--- config.mk ---
export PLATFORM = sky130hd
export DESIGN_NAME = fair_share_request_scheduler
export DESIGN_NICKNAME = d
export VERILOG_FILES = /design/src/sv/fsrs_pkg.sv /design/src/sv/fair_share_request_scheduler.sv /design/src/sv/fsrs_ctrl.sv /design/src/sv/fsrs_datapath.sv
export SDC_FILE = /design/constraint.sdc
export NUM_CORES = 2
export LEC_CHECK = 0
export BUFFER_PORTS_ARGS = -buffer_cell sky130_fd_sc_hd__buf_2
export CORE_ASPECT_RATIO = 0.6
export CORE_UTILIZATION = 44
export DETAILED_ROUTE_END_ITERATION = 6
export GPL_TIMING_DRIVEN = 0
export PLACE_DENSITY = 0.62
export SYNTH_ARGS = -nofsm -noshare
export SYNTH_HDL_FRONTEND = slang
export SYNTH_HIERARCHICAL = 1
export SYNTH_SLANG_ARGS = --single-unit
--- constraint.sdc ---
create_clock -name clk -period 12.9 [get_ports clk]
set_clock_uncertainty 0.15 [all_clocks]
set_input_delay 3.87 -clock clk [delete_from_list [all_inputs] [get_ports clk]]
set_output_delay 3.87 -clock clk [all_outputs]
set_load 0.01 [all_outputs]
--- src/sv/fsrs_pkg.sv ---
`default_nettype none
// ----------------------------------------------------------------------------
// fsrs_pkg: shared definitions of the fair-share request scheduler
//
// Holds the transaction payload types, operation and status codes, the
// default sizing and the command and status bundles that pass between the
// controller and the datapath.
// ----------------------------------------------------------------------------
package fsrs_pkg;

    // Field widths fixed by the request and response formats.
    localparam int FUNC_W   = 3;
    localparam int CLIENT_W = 4;
    localparam int SVC_W    = 48;
    localparam int STATUS_W = 2;

    // Default sizing of the client table.
    localparam int CLIENTS_DEF     = 16;
    localparam int MAX_RUNNING_DEF = 255;

    // Service time saturates at the largest value its field can hold.
    localparam logic [SVC_W-1:0] SVC_MAX = {SVC_W{1'b1}};

    // Operation codes.
    localparam logic [FUNC_W-1:0] FUNC_CREATE  = 3'd0;
    localparam logic [FUNC_W-1:0] FUNC_PICK    = 3'd1;
    localparam logic [FUNC_W-1:0] FUNC_DONE    = 3'd2;
    localparam logic [FUNC_W-1:0] FUNC_ENABLE  = 3'd3;
    localparam logic [FUNC_W-1:0] FUNC_DISABLE = 3'd4;

    // Response status codes.
    localparam logic [STATUS_W-1:0] ST_OK   = 2'd0;
    localparam logic [STATUS_W-1:0] ST_NONE = 2'd1;
    localparam logic [STATUS_W-1:0] ST_FAIL = 2'd2;

    typedef struct packed {
        logic [FUNC_W-1:0]   func;
        logic [CLIENT_W-1:0] client;
        logic [SVC_W-1:0]    now_us;
    } req_t;

    typedef struct packed {
        logic [STATUS_W-1:0] status;
        logic [CLIENT_W-1:0] granted;
        logic [SVC_W-1:0]    granted_service;
    } rsp_t;

    // Commands from the controller to the datapath.
    typedef struct packed {
        logic load;          // capture the accepted request
        logic cnt_clear;     // restart the client sweep counter
        logic best_clear;    // forget the current pick candidate
        logic issue_scan;    // read the next client for comparison
        logic issue_commit;  // read the next client for write-back
        logic issue_single;  // read the addressed client
        logic decide;        // settle the pick result
        logic res_fail;      // result is a failed check
        logic out_load;      // move the result to the response register
    } cmd_t;

    // Status from the datapath to the controller.
    typedef struct packed {
        logic op_pick;       // captured request is a pick
        logic op_single;     // captured request is a valid per-client operation
        logic cnt_last;      // sweep counter is on the last client
        logic pipe_busy;     // reads still travelling through the pipeline
        logic best_found;    // an enabled client was seen in the sweep
        logic best_full;     // candidate already has the maximum running count
    } stat_t;

endpackage
`default_nettype wire

--- src/sv/fair_share_request_scheduler.sv ---
`default_nettype none
// ----------------------------------------------------------------------------
// fair_share_request_scheduler: least-service fair-share scheduler
//
// Top level joining the sequencing controller and the client-table
// datapath.
// ----------------------------------------------------------------------------
// The scheduler keeps a table of CLIENTS client slots, each with an
// accumulated service time, a count of running requests, the time of its
// last update and an enabled flag. A pick brings every client's service
// time up to now_us (elapsed time multiplied by the running count, saturated
// at the 48-bit maximum), grants the enabled client with the least service
// time, lowest index on ties, raises its running count and records its
// service time as the floor. Done, enable, disable and create act on one
// client, and any failed check answers status 2 with the table unchanged.
// Requests are taken one at a time. The client table sits in a memory
// with one read port, so a comparison sweep and a write-back sweep each
// visit one client per cycle, and each sweep drains through a multiply
// stage and a saturate-and-compare stage. A new request is accepted while
// the previous response still waits to be taken; the response register
// holds it.
// ----------------------------------------------------------------------------
module fair_share_request_scheduler
#(
    parameter int CLIENTS     = fsrs_pkg::CLIENTS_DEF,
    parameter int MAX_RUNNING = fsrs_pkg::MAX_RUNNING_DEF
)
(
    input  wire logic           clk,
    input  wire logic           rst_n,
    input  wire logic           req_valid,
    output logic                req_stall,
    input  wire fsrs_pkg::req_t req,
    output logic                rsp_valid,
    input  wire logic           rsp_stall,
    output fsrs_pkg::rsp_t      rsp
);

    // Command and status bundles between the controller and the datapath.
    fsrs_pkg::cmd_t  cmd;
    fsrs_pkg::stat_t stat;

    // The controller owns the handshakes and the response valid flag.
    fsrs_ctrl u_ctrl
    (
        .clk       (clk),
        .rst_n     (rst_n),
        .req_valid (req_valid),
        .req_stall (req_stall),
        .rsp_valid (rsp_valid),
        .rsp_stall (rsp_stall),
        .cmd       (cmd),
        .stat      (stat)
    );

    // The datapath holds the client table, the update pipeline and the
    // response payload.
    fsrs_datapath
    #(
        .CLIENTS     (CLIENTS),
        .MAX_RUNNING (MAX_RUNNING)
    )
    u_datapath
    (
        .clk   (clk),
        .rst_n (rst_n),
        .req   (req),
        .rsp   (rsp),
        .cmd   (cmd),
        .stat  (stat)
    );

endmodule
`default_nettype wire

--- src/sv/fsrs_ctrl.sv ---
`default_nettype none
// ----------------------------------------------------------------------------
// fsrs_ctrl: sequencing controller of the fair-share request scheduler
//
// Accepts one request at a time, steps the datapath through its sweeps or
// its single-client update and hands the result to the response register.
// ----------------------------------------------------------------------------
module fsrs_ctrl
(
    input  wire logic          clk,
    input  wire logic          rst_n,
    input  wire logic          req_valid,
    output logic               req_stall,
    output logic               rsp_valid,
    input  wire logic          rsp_stall,
    output fsrs_pkg::cmd_t     cmd,
    input  wire fsrs_pkg::stat_t stat
);

    typedef enum logic [7:0] {
        S_IDLE     = 8'b0000_0001,
        S_DISPATCH = 8'b0000_0010,
        S_SCAN     = 8'b0000_0100,
        S_SDRAIN   = 8'b0000_1000,
        S_DECIDE   = 8'b0001_0000,
        S_COMMIT   = 8'b0010_0000,
        S_DRAIN    = 8'b0100_0000,
        S_FINISH   = 8'b1000_0000
    } state_t;

    state_t state_reg, state_next;
    logic   rsp_valid_reg, rsp_valid_next;

    always_comb
    begin
        cmd        = '0;
        state_next = state_reg;
        case (state_reg)
            S_IDLE:
            begin
                if (req_valid)
                begin
                    cmd.load   = 1'b1;
                    state_next = S_DISPATCH;
                end
            end
            S_DISPATCH:
            begin
                if (stat.op_pick)
                begin
                    cmd.cnt_clear  = 1'b1;
                    cmd.best_clear = 1'b1;
                    state_next     = S_SCAN;
                end
                else if (stat.op_single)
                begin
                    cmd.issue_single = 1'b1;
                    state_next       = S_DRAIN;
                end
                else
                begin
                    cmd.res_fail = 1'b1;
                    state_next   = S_FINISH;
                end
            end
            S_SCAN:
            begin
                cmd.issue_scan = 1'b1;
                if (stat.cnt_last)
                begin
                    state_next = S_SDRAIN;
                end
            end
            S_SDRAIN:
            begin
                if (!stat.pipe_busy)
                begin
                    state_next = S_DECIDE;
                end
            end
            S_DECIDE:
            begin
                cmd.decide    = 1'b1;
                cmd.cnt_clear = 1'b1;
                // A winner that cannot take another request leaves the client table and the floor alone.
                if (stat.best_found && stat.best_full)
                begin
                    state_next = S_FINISH;
                end
                else
                begin
                    state_next = S_COMMIT;
                end
            end
            S_COMMIT:
            begin
                cmd.issue_commit = 1'b1;
                if (stat.cnt_last)
                begin
                    state_next = S_DRAIN;
                end
            end
            S_DRAIN:
            begin
                if (!stat.pipe_busy)
                begin
                    state_next = S_FINISH;
                end
            end
            S_FINISH:
            begin
                if (!rsp_valid_reg || !rsp_stall)
                begin
                    cmd.out_load = 1'b1;
                    state_next   = S_IDLE;
                end
            end
            default:
            begin
                state_next = S_IDLE;
            end
        endcase
    end

    always_comb
    begin
        rsp_valid_next = rsp_valid_reg;
        if (cmd.out_load)
        begin
            rsp_valid_next = 1'b1;
        end
        else if (rsp_valid_reg && !rsp_stall)
        begin
            rsp_valid_next = 1'b0;
        end
    end

    always_ff @(posedge clk or negedge rst_n)
    begin
        if (!rst_n)
        begin
            state_reg     <= S_IDLE;
            rsp_valid_reg <= 1'b0;
        end
        else
        begin
            state_reg     <= state_next;
            rsp_valid_reg <= rsp_valid_next;
        end
    end

    assign req_stall = (state_reg != S_IDLE);
    assign rsp_valid = rsp_valid_reg;

endmodule
`default_nettype wire

--- src/sv/fsrs_datapath.sv ---
`default_nettype none
// ----------------------------------------------------------------------------
// fsrs_datapath: client table and update pipeline of the scheduler
//
// Keeps the client table in a single-port-read memory, runs each read
// through a multiply stage and a saturate-and-compare stage, tracks the
// pick candidate and holds the result and response registers.
// ----------------------------------------------------------------------------
module fsrs_datapath
#(
    parameter int CLIENTS     = fsrs_pkg::CLIENTS_DEF,
    parameter int MAX_RUNNING = fsrs_pkg::MAX_RUNNING_DEF
)
(
    input  wire logic             clk,
    input  wire logic             rst_n,
    input  wire fsrs_pkg::req_t   req,
    output fsrs_pkg::rsp_t        rsp,
    input  wire fsrs_pkg::cmd_t   cmd,
    output fsrs_pkg::stat_t       stat
);

    localparam int IW = $clog2(CLIENTS);
    localparam int RW = $clog2(MAX_RUNNING + 1);
    localparam int SW = fsrs_pkg::SVC_W;
    localparam int PW = SW + RW;
    localparam logic [IW-1:0] LAST_IDX = IW'(CLIENTS - 1);
    localparam logic [RW-1:0] RUN_MAX  = RW'(MAX_RUNNING);

    typedef struct packed {
        logic [SW-1:0] svc;
        logic [RW-1:0] run;
        logic [SW-1:0] last;
    } entry_t;

    typedef enum logic [1:0] {
        PASS_SCAN,
        PASS_COMMIT,
        PASS_SINGLE
    } pass_t;

    // Captured request.
    fsrs_pkg::req_t req_reg;

    // Client table.
    entry_t             mem [CLIENTS];
    logic [CLIENTS-1:0] valid_reg;
    logic [CLIENTS-1:0] en_reg;

    logic [IW-1:0] cnt_reg;

    // Read stage.
    logic          s1_vld_reg;
    pass_t         s1_mode_reg;
    logic [IW-1:0] s1_idx_reg;
    entry_t        s1_ent_reg;
    logic          s1_ok_reg;
    logic          s1_en_reg;

    // Product stage.
    logic          s2_vld_reg;
    pass_t         s2_mode_reg;
    logic [IW-1:0] s2_idx_reg;
    logic [PW-1:0] s2_prod_reg;
    logic [SW-1:0] s2_svc_reg;
    logic [RW-1:0] s2_run_reg;
    logic [SW-1:0] s2_last_reg;
    logic          s2_en_reg;

    // Pick candidate and floor.
    logic          best_found_reg;
    logic [IW-1:0] best_idx_reg;
    logic [SW-1:0] best_svc_reg;
    logic [RW-1:0] best_run_reg;
    logic [SW-1:0] floor_reg;

    fsrs_pkg::rsp_t res_reg;
    fsrs_pkg::rsp_t out_reg;

    // Read issue.
    logic          rd_en;
    logic [IW-1:0] rd_addr;
    pass_t         rd_mode;

    // Stage one arithmetic.
    entry_t        s1_ent;
    logic [SW-1:0] s1_elapsed;
    logic [PW-1:0] s1_prod;

    // Stage two arithmetic and actions.
    logic [SW:0]   grow_sum;
    logic [SW-1:0] upd_svc;
    logic [SW:0]   floor_sum;
    logic [SW-1:0] floor_add;
    logic          wr_en;
    entry_t        wr_data;
    logic          en_set;
    logic          en_clr;
    logic          best_take;
    logic          res_wr;
    logic [fsrs_pkg::STATUS_W-1:0] res_status;
    logic          in_range;

    assign in_range = (32'(req_reg.client) < CLIENTS);

    assign rd_en   = cmd.issue_scan | cmd.issue_commit | cmd.issue_single;
    assign rd_addr = cmd.issue_single ? IW'(req_reg.client) : cnt_reg;

    always_comb
    begin
        if (cmd.issue_single)
        begin
            rd_mode = PASS_SINGLE;
        end
        else if (cmd.issue_commit)
        begin
            rd_mode = PASS_COMMIT;
        end
        else
        begin
            rd_mode = PASS_SCAN;
        end
    end

    // Elapsed time times the running count; a never-written entry reads as zero.
    always_comb
    begin
        s1_ent     = s1_ok_reg ? s1_ent_reg : '0;
        s1_elapsed = (req_reg.now_us > s1_ent.last) ? (req_reg.now_us - s1_ent.last) : '0;
        s1_prod    = {{RW{1'b0}}, s1_elapsed} * {{SW{1'b0}}, s1_ent.run};
    end

    // Saturating service update and floor addition.
    always_comb
    begin
        grow_sum  = {1'b0, s2_svc_reg} + {1'b0, s2_prod_reg[SW-1:0]};
        upd_svc   = ((|s2_prod_reg[PW-1:SW]) || grow_sum[SW]) ? fsrs_pkg::SVC_MAX
                                                              : grow_sum[SW-1:0];
        floor_sum = {1'b0, s2_svc_reg} + {1'b0, floor_reg};
        floor_add = floor_sum[SW] ? fsrs_pkg::SVC_MAX : floor_sum[SW-1:0];
    end

    always_comb
    begin
        wr_en      = 1'b0;
        wr_data    = '0;
        en_set     = 1'b0;
        en_clr     = 1'b0;
        best_take  = 1'b0;
        res_wr     = 1'b0;
        res_status = fsrs_pkg::ST_FAIL;
        if (s2_vld_reg)
        begin
            case (s2_mode_reg)
                PASS_SCAN:
                begin
                    best_take = s2_en_reg && (!best_found_reg || (upd_svc < best_svc_reg));
                end
                PASS_COMMIT:
                begin
                    wr_en        = 1'b1;
                    wr_data.svc  = upd_svc;
                    wr_data.last = req_reg.now_us;
                    if (best_found_reg && (s2_idx_reg == best_idx_reg))
                    begin
                        wr_data.run = s2_run_reg + RW'(1);
                    end
                    else
                    begin
                        wr_data.run = s2_run_reg;
                    end
                end
                PASS_SINGLE:
                begin
                    res_wr = 1'b1;
                    case (req_reg.func)
                        fsrs_pkg::FUNC_CREATE:
                        begin
                            wr_en        = 1'b1;
                            wr_data.last = req_reg.now_us;
                            en_clr       = 1'b1;
                            res_status   = fsrs_pkg::ST_OK;
                        end
                        fsrs_pkg::FUNC_DONE:
                        begin
                            if (s2_run_reg != '0)
                            begin
                                wr_en        = 1'b1;
                                wr_data.svc  = upd_svc;
                                wr_data.run  = s2_run_reg - RW'(1);
                                wr_data.last = req_reg.now_us;
                                res_status   = fsrs_pkg::ST_OK;
                            end
                        end
                        fsrs_pkg::FUNC_ENABLE:
                        begin
                            if (!s2_en_reg)
                            begin
                                wr_en        = 1'b1;
                                wr_data.svc  = floor_add;
                                wr_data.run  = s2_run_reg;
                                wr_data.last = s2_last_reg;
                                en_set       = 1'b1;
                                res_status   = fsrs_pkg::ST_OK;
                            end
                        end
                        fsrs_pkg::FUNC_DISABLE:
                        begin
                            if (s2_en_reg && (s2_svc_reg >= floor_reg))
                            begin
                                wr_en        = 1'b1;
                                wr_data.svc  = s2_svc_reg - floor_reg;
                                wr_data.run  = s2_run_reg;
                                wr_data.last = s2_last_reg;
                                en_clr       = 1'b1;
                                res_status   = fsrs_pkg::ST_OK;
                            end
                        end
                        default:
                        begin
                            res_status = fsrs_pkg::ST_FAIL;
                        end
                    endcase
                end
                default:
                begin
                    best_take = 1'b0;
                end
            endcase
        end
    end

    // Client table memory with registered read.
    always_ff @(posedge clk)
    begin
        if (wr_en)
        begin
            mem[s2_idx_reg] <= wr_data;
        end
        if (rd_en)
        begin
            s1_ent_reg <= mem[rd_addr];
        end
    end

    // Control state.
    always_ff @(posedge clk or negedge rst_n)
    begin
        if (!rst_n)
        begin
            valid_reg      <= '0;
            en_reg         <= '0;
            cnt_reg        <= '0;
            s1_vld_reg     <= 1'b0;
            s2_vld_reg     <= 1'b0;
            best_found_reg <= 1'b0;
        end
        else
        begin
            if (wr_en)
            begin
                valid_reg[s2_idx_reg] <= 1'b1;
            end
            if (en_set)
            begin
                en_reg[s2_idx_reg] <= 1'b1;
            end
            else if (en_clr)
            begin
                en_reg[s2_idx_reg] <= 1'b0;
            end
            if (cmd.cnt_clear)
            begin
                cnt_reg <= '0;
            end
            else if (cmd.issue_scan || cmd.issue_commit)
            begin
                cnt_reg <= cnt_reg + IW'(1);
            end
            s1_vld_reg <= rd_en;
            s2_vld_reg <= s1_vld_reg;
            if (cmd.best_clear)
            begin
                best_found_reg <= 1'b0;
            end
            else if (best_take)
            begin
                best_found_reg <= 1'b1;
            end
        end
    end

    // Payload registers.
    always_ff @(posedge clk)
    begin
        if (cmd.load)
        begin
            req_reg <= req;
        end
        s1_mode_reg <= rd_mode;
        s1_idx_reg  <= rd_addr;
        s1_ok_reg   <= valid_reg[rd_addr];
        s1_en_reg   <= en_reg[rd_addr];
        s2_mode_reg <= s1_mode_reg;
        s2_idx_reg  <= s1_idx_reg;
        s2_prod_reg <= s1_prod;
        s2_svc_reg  <= s1_ent.svc;
        s2_run_reg  <= s1_ent.run;
        s2_last_reg <= s1_ent.last;
        s2_en_reg   <= s1_en_reg;
        if (best_take)
        begin
            best_idx_reg <= s2_idx_reg;
            best_svc_reg <= upd_svc;
            best_run_reg <= s2_run_reg;
        end
        if (cmd.decide)
        begin
            res_reg <= '0;
            if (!best_found_reg)
            begin
                res_reg.status <= fsrs_pkg::ST_NONE;
            end
            else if (best_run_reg >= RUN_MAX)
            begin
                res_reg.status <= fsrs_pkg::ST_FAIL;
            end
            else
            begin
                res_reg.status          <= fsrs_pkg::ST_OK;
                res_reg.granted         <= fsrs_pkg::CLIENT_W'(best_idx_reg);
                res_reg.granted_service <= best_svc_reg;
            end
        end
        else if (cmd.res_fail)
        begin
            res_reg        <= '0;
            res_reg.status <= fsrs_pkg::ST_FAIL;
        end
        else if (res_wr)
        begin
            res_reg        <= '0;
            res_reg.status <= res_status;
        end
        if (cmd.out_load)
        begin
            out_reg <= res_reg;
        end
    end

    // The floor starts at zero and follows the winner of each granted pick.
    always_ff @(posedge clk or negedge rst_n)
    begin
        if (!rst_n)
        begin
            floor_reg <= '0;
        end
        else if (cmd.decide && best_found_reg && (best_run_reg < RUN_MAX))
        begin
            floor_reg <= best_svc_reg;
        end
    end

    always_comb
    begin
        stat.op_pick    = (req_reg.func == fsrs_pkg::FUNC_PICK);
        stat.op_single  = in_range && (req_reg.func inside {fsrs_pkg::FUNC_CREATE,
                                                           fsrs_pkg::FUNC_DONE,
                                                           fsrs_pkg::FUNC_ENABLE,
                                                           fsrs_pkg::FUNC_DISABLE});
        stat.cnt_last   = (cnt_reg == LAST_IDX);
        stat.pipe_busy  = s1_vld_reg | s2_vld_reg;
        stat.best_found = best_found_reg;
        stat.best_full  = (best_run_reg >= RUN_MAX);
    end

    assign rsp = out_reg;

endmodule
`default_nettype wire
==> metrics.txt <==
GR Util All Layers=0.295; CTS Hold Bufs=0; worst hold slack=0.176 ns; count leader, synth=nand2_1; DRT Pass-1 Iters=6; Critical path buffers and inverters=7; CTS H-tree depth=4; max capacitance violation total=1; port buffer count=114; Core Box Area=246000 um2; Die ar.=250000 um2; Initial Util=0.443; delay-heaviest family, CP=compound AO/OA/AOI/OAI gates; critical path arrival=12.59 ns; CTS Buffer Depth=4; die height=388 um; unique cell type count in the Yosys netlist=104; Crit path top cell by count=fa_1; Yosys top cell by area=edfxtp_1; top cells by count, synth=nand2_1, edfxtp_1, nand3_1, nor2_1, clkbuf_1; Syn Area/Cell=11.3 um2; I/O pins=115; Syn Inst Count=9662; # DRC=0; first-pass GRT wire length=531000 um; Max stage delay cell, worst path=ha_1; Die W=645 um; period utilization=0.937; placed instance area=116000 um2; CTS root buffer=clkbuf_16; RR Startpoint=u_datapath/s1_ok_reg; run status=finished, violations left; Worst-Margin Slew=1.50 ns; async set or reset register ratio after synthesis=0.0424; Initial DRC Count=11100; Area contributors post-synth=edfxtp_1, nand2_1, fa_1, nand3_1, ha_1; critical path endpoint category=register; detailed placement HPWL=286000 um; CP Launch Type=register; post-cts sizing count=0; hold path start=u_datapath/s1_mode_reg[0]; Ys Warns=6; Final Hold Viols=0; GRT overflow=0; failing checks=capacitance limit, slew limit; Clk pin slew, worst setup/hold paths=0.06 ns; clock sinks=2262; Setup TNS=0 ns; Critical Path Max Stage Delay=0.60 ns; CP startpoint=u_datapath/s1_ok_reg; share of cells above drive strength 1=0.0698; Leak Pwr=47.2 nW; nets=10753; setup bufs post-CTS=0; Min-Delay Path Class=reg -> reg; Worst R2R Setup Slack=0.81 ns; maximum VDD drop=0.137 mV; # setup viols final=0; minimum clock period=12.09 ns; post-layout instance area=123000 um2; WL per Instance=27.7 um; worst skew pair latency=0.92 ns; critical path peak fanout=10; #FFs+latches synth=2262; Setup CP Type=reg -> reg; pwr dens=183 nW/um2; Synth top area share=0.549; vias in the first global route=74544; Via Count=79810; cell row count=141; RSZ-0062 raised after global routing=no; Slew HR=-0.000538; Top FF cell, synth=edfxtp_1; Max Clk Rate=82.7 MHz; DRT Wirelength=375000 um; initial antenna violation count=33; final RePlAce weighted congestion=0.975; largest net degree at the start of global routing=75; Routed Antenna Nets=0; Synth Cell Area=109000 um2; CTS buffer count=210; fin. max-slew vios=10; sequential area share after synthesis=0.603; Crit path required time=13.40 ns; Synthesized Nets=10324; number of synthesized flops with an enable pin=1991; vias per cell=5.89; CTS tree=done; number of flip-flops in the largest register=1664; Synth-to-Final Area Change=12.5%
kinds of logic after synthesis:
family / after synthesis / share of synthesized area
AND/OR/NAND/NOR: 4131 / 0.166
adder cells (fa/ha/maj): 603 / 0.0885
flip-flops: 2262 / 0.603
multiplexers: 9 / 0.000838
buffers and inverters: 1037 / 0.0365
AO/OA/AOI/OAI: 1461 / 0.0930
XOR/XNOR: 159 / 0.0128
placed cells by master, fill, tap and decap left out, drive strengths merged, types with 26 or more instances in the layout:
| cell type | count |
|---|---|
| a211oi | 32 |
| a21o | 122 |
| a21oi | 333 |
| a22oi | 54 |
| a311oi | 217 |
| a31oi | 136 |
| and2 | 81 |
| and3 | 132 |
| buf | 295 |
| clkbuf | 739 |
| clkinv | 89 |
| dfrtp | 95 |
| dfxtp | 175 |
| edfxtp | 1991 |
| fa | 280 |
| ha | 323 |
| inv | 488 |
| nand2 | 2041 |
| nand2b | 47 |
| nand3 | 931 |
| nand4 | 47 |
| nor2 | 609 |
| nor2b | 42 |
| nor3 | 108 |
| o21ai | 203 |
| o21bai | 90 |
| or3 | 26 |
| xnor2 | 100 |
| xor2 | 59 |
metrics by stage:
stage                     setup slack [ns]  total power [W]  cells   util
after CTS                            0.469           0.0223  13542  0.498
after floorplan                       4.10           0.0131   9662      -
final                                0.809           0.0224  13552  0.498
after detailed placement             0.581           0.0162  13166  0.471
after global placement             -0.0512           0.0161  13065  0.462
after global routing                 0.108           0.0234  13544  0.498
area by class of cell:
cell class / instances / area, um2
Fill cell: 21671 / 124000
Sequential cell: 2262 / 65700
Multi-Input combinational cell: 6363 / 39700
Clock buffer: 261 / 5590
Tap cell: 3289 / 4120
Timing Repair Buffer: 217 / 2560
Buffer: 556 / 2210
Inverter: 481 / 1810
Clock inverter: 115 / 918
Antenna cell: 8 / 20.0
where the power goes:
| part | internal (W) | total [W] | switching, W | leakage, nW |
|---|---|---|---|---|
| clock network | 0.00331 | 0.00606 | 0.00275 | 3.20 |
| registers | 0.00828 | 0.00856 | 0.000275 | 23.9 |
| logic | 0.00215 | 0.00781 | 0.00567 | 20.2 |
final timing paths:
kind                                                    to  cells past startpoint
worst max-delay path            u_datapath/s2_prod_reg[54]                     34
worst max register to register  u_datapath/s2_prod_reg[54]                     34
max in group asynchronous         u_datapath/valid_reg[11]                      2
min in group asynchronous          u_datapath/floor_reg[0]                      1
worst min-delay path             u_datapath/s2_mode_reg[0]                      0
worst min register to register   u_datapath/s2_mode_reg[0]                      0
per-layer routing:
layer | up-vias | global-route usage | wire length (um)
met5 | - | 0 | 91
met2 | 4520 | 0.375 | 140000
met1 | 39411 | 0.461 | 168000
met4 | 10 | 0.0725 | 9780
met3 | 471 | 0.113 | 57200
li1 | 35398 | - | -
Note: power is estimated with default switching activity, not from simulation.
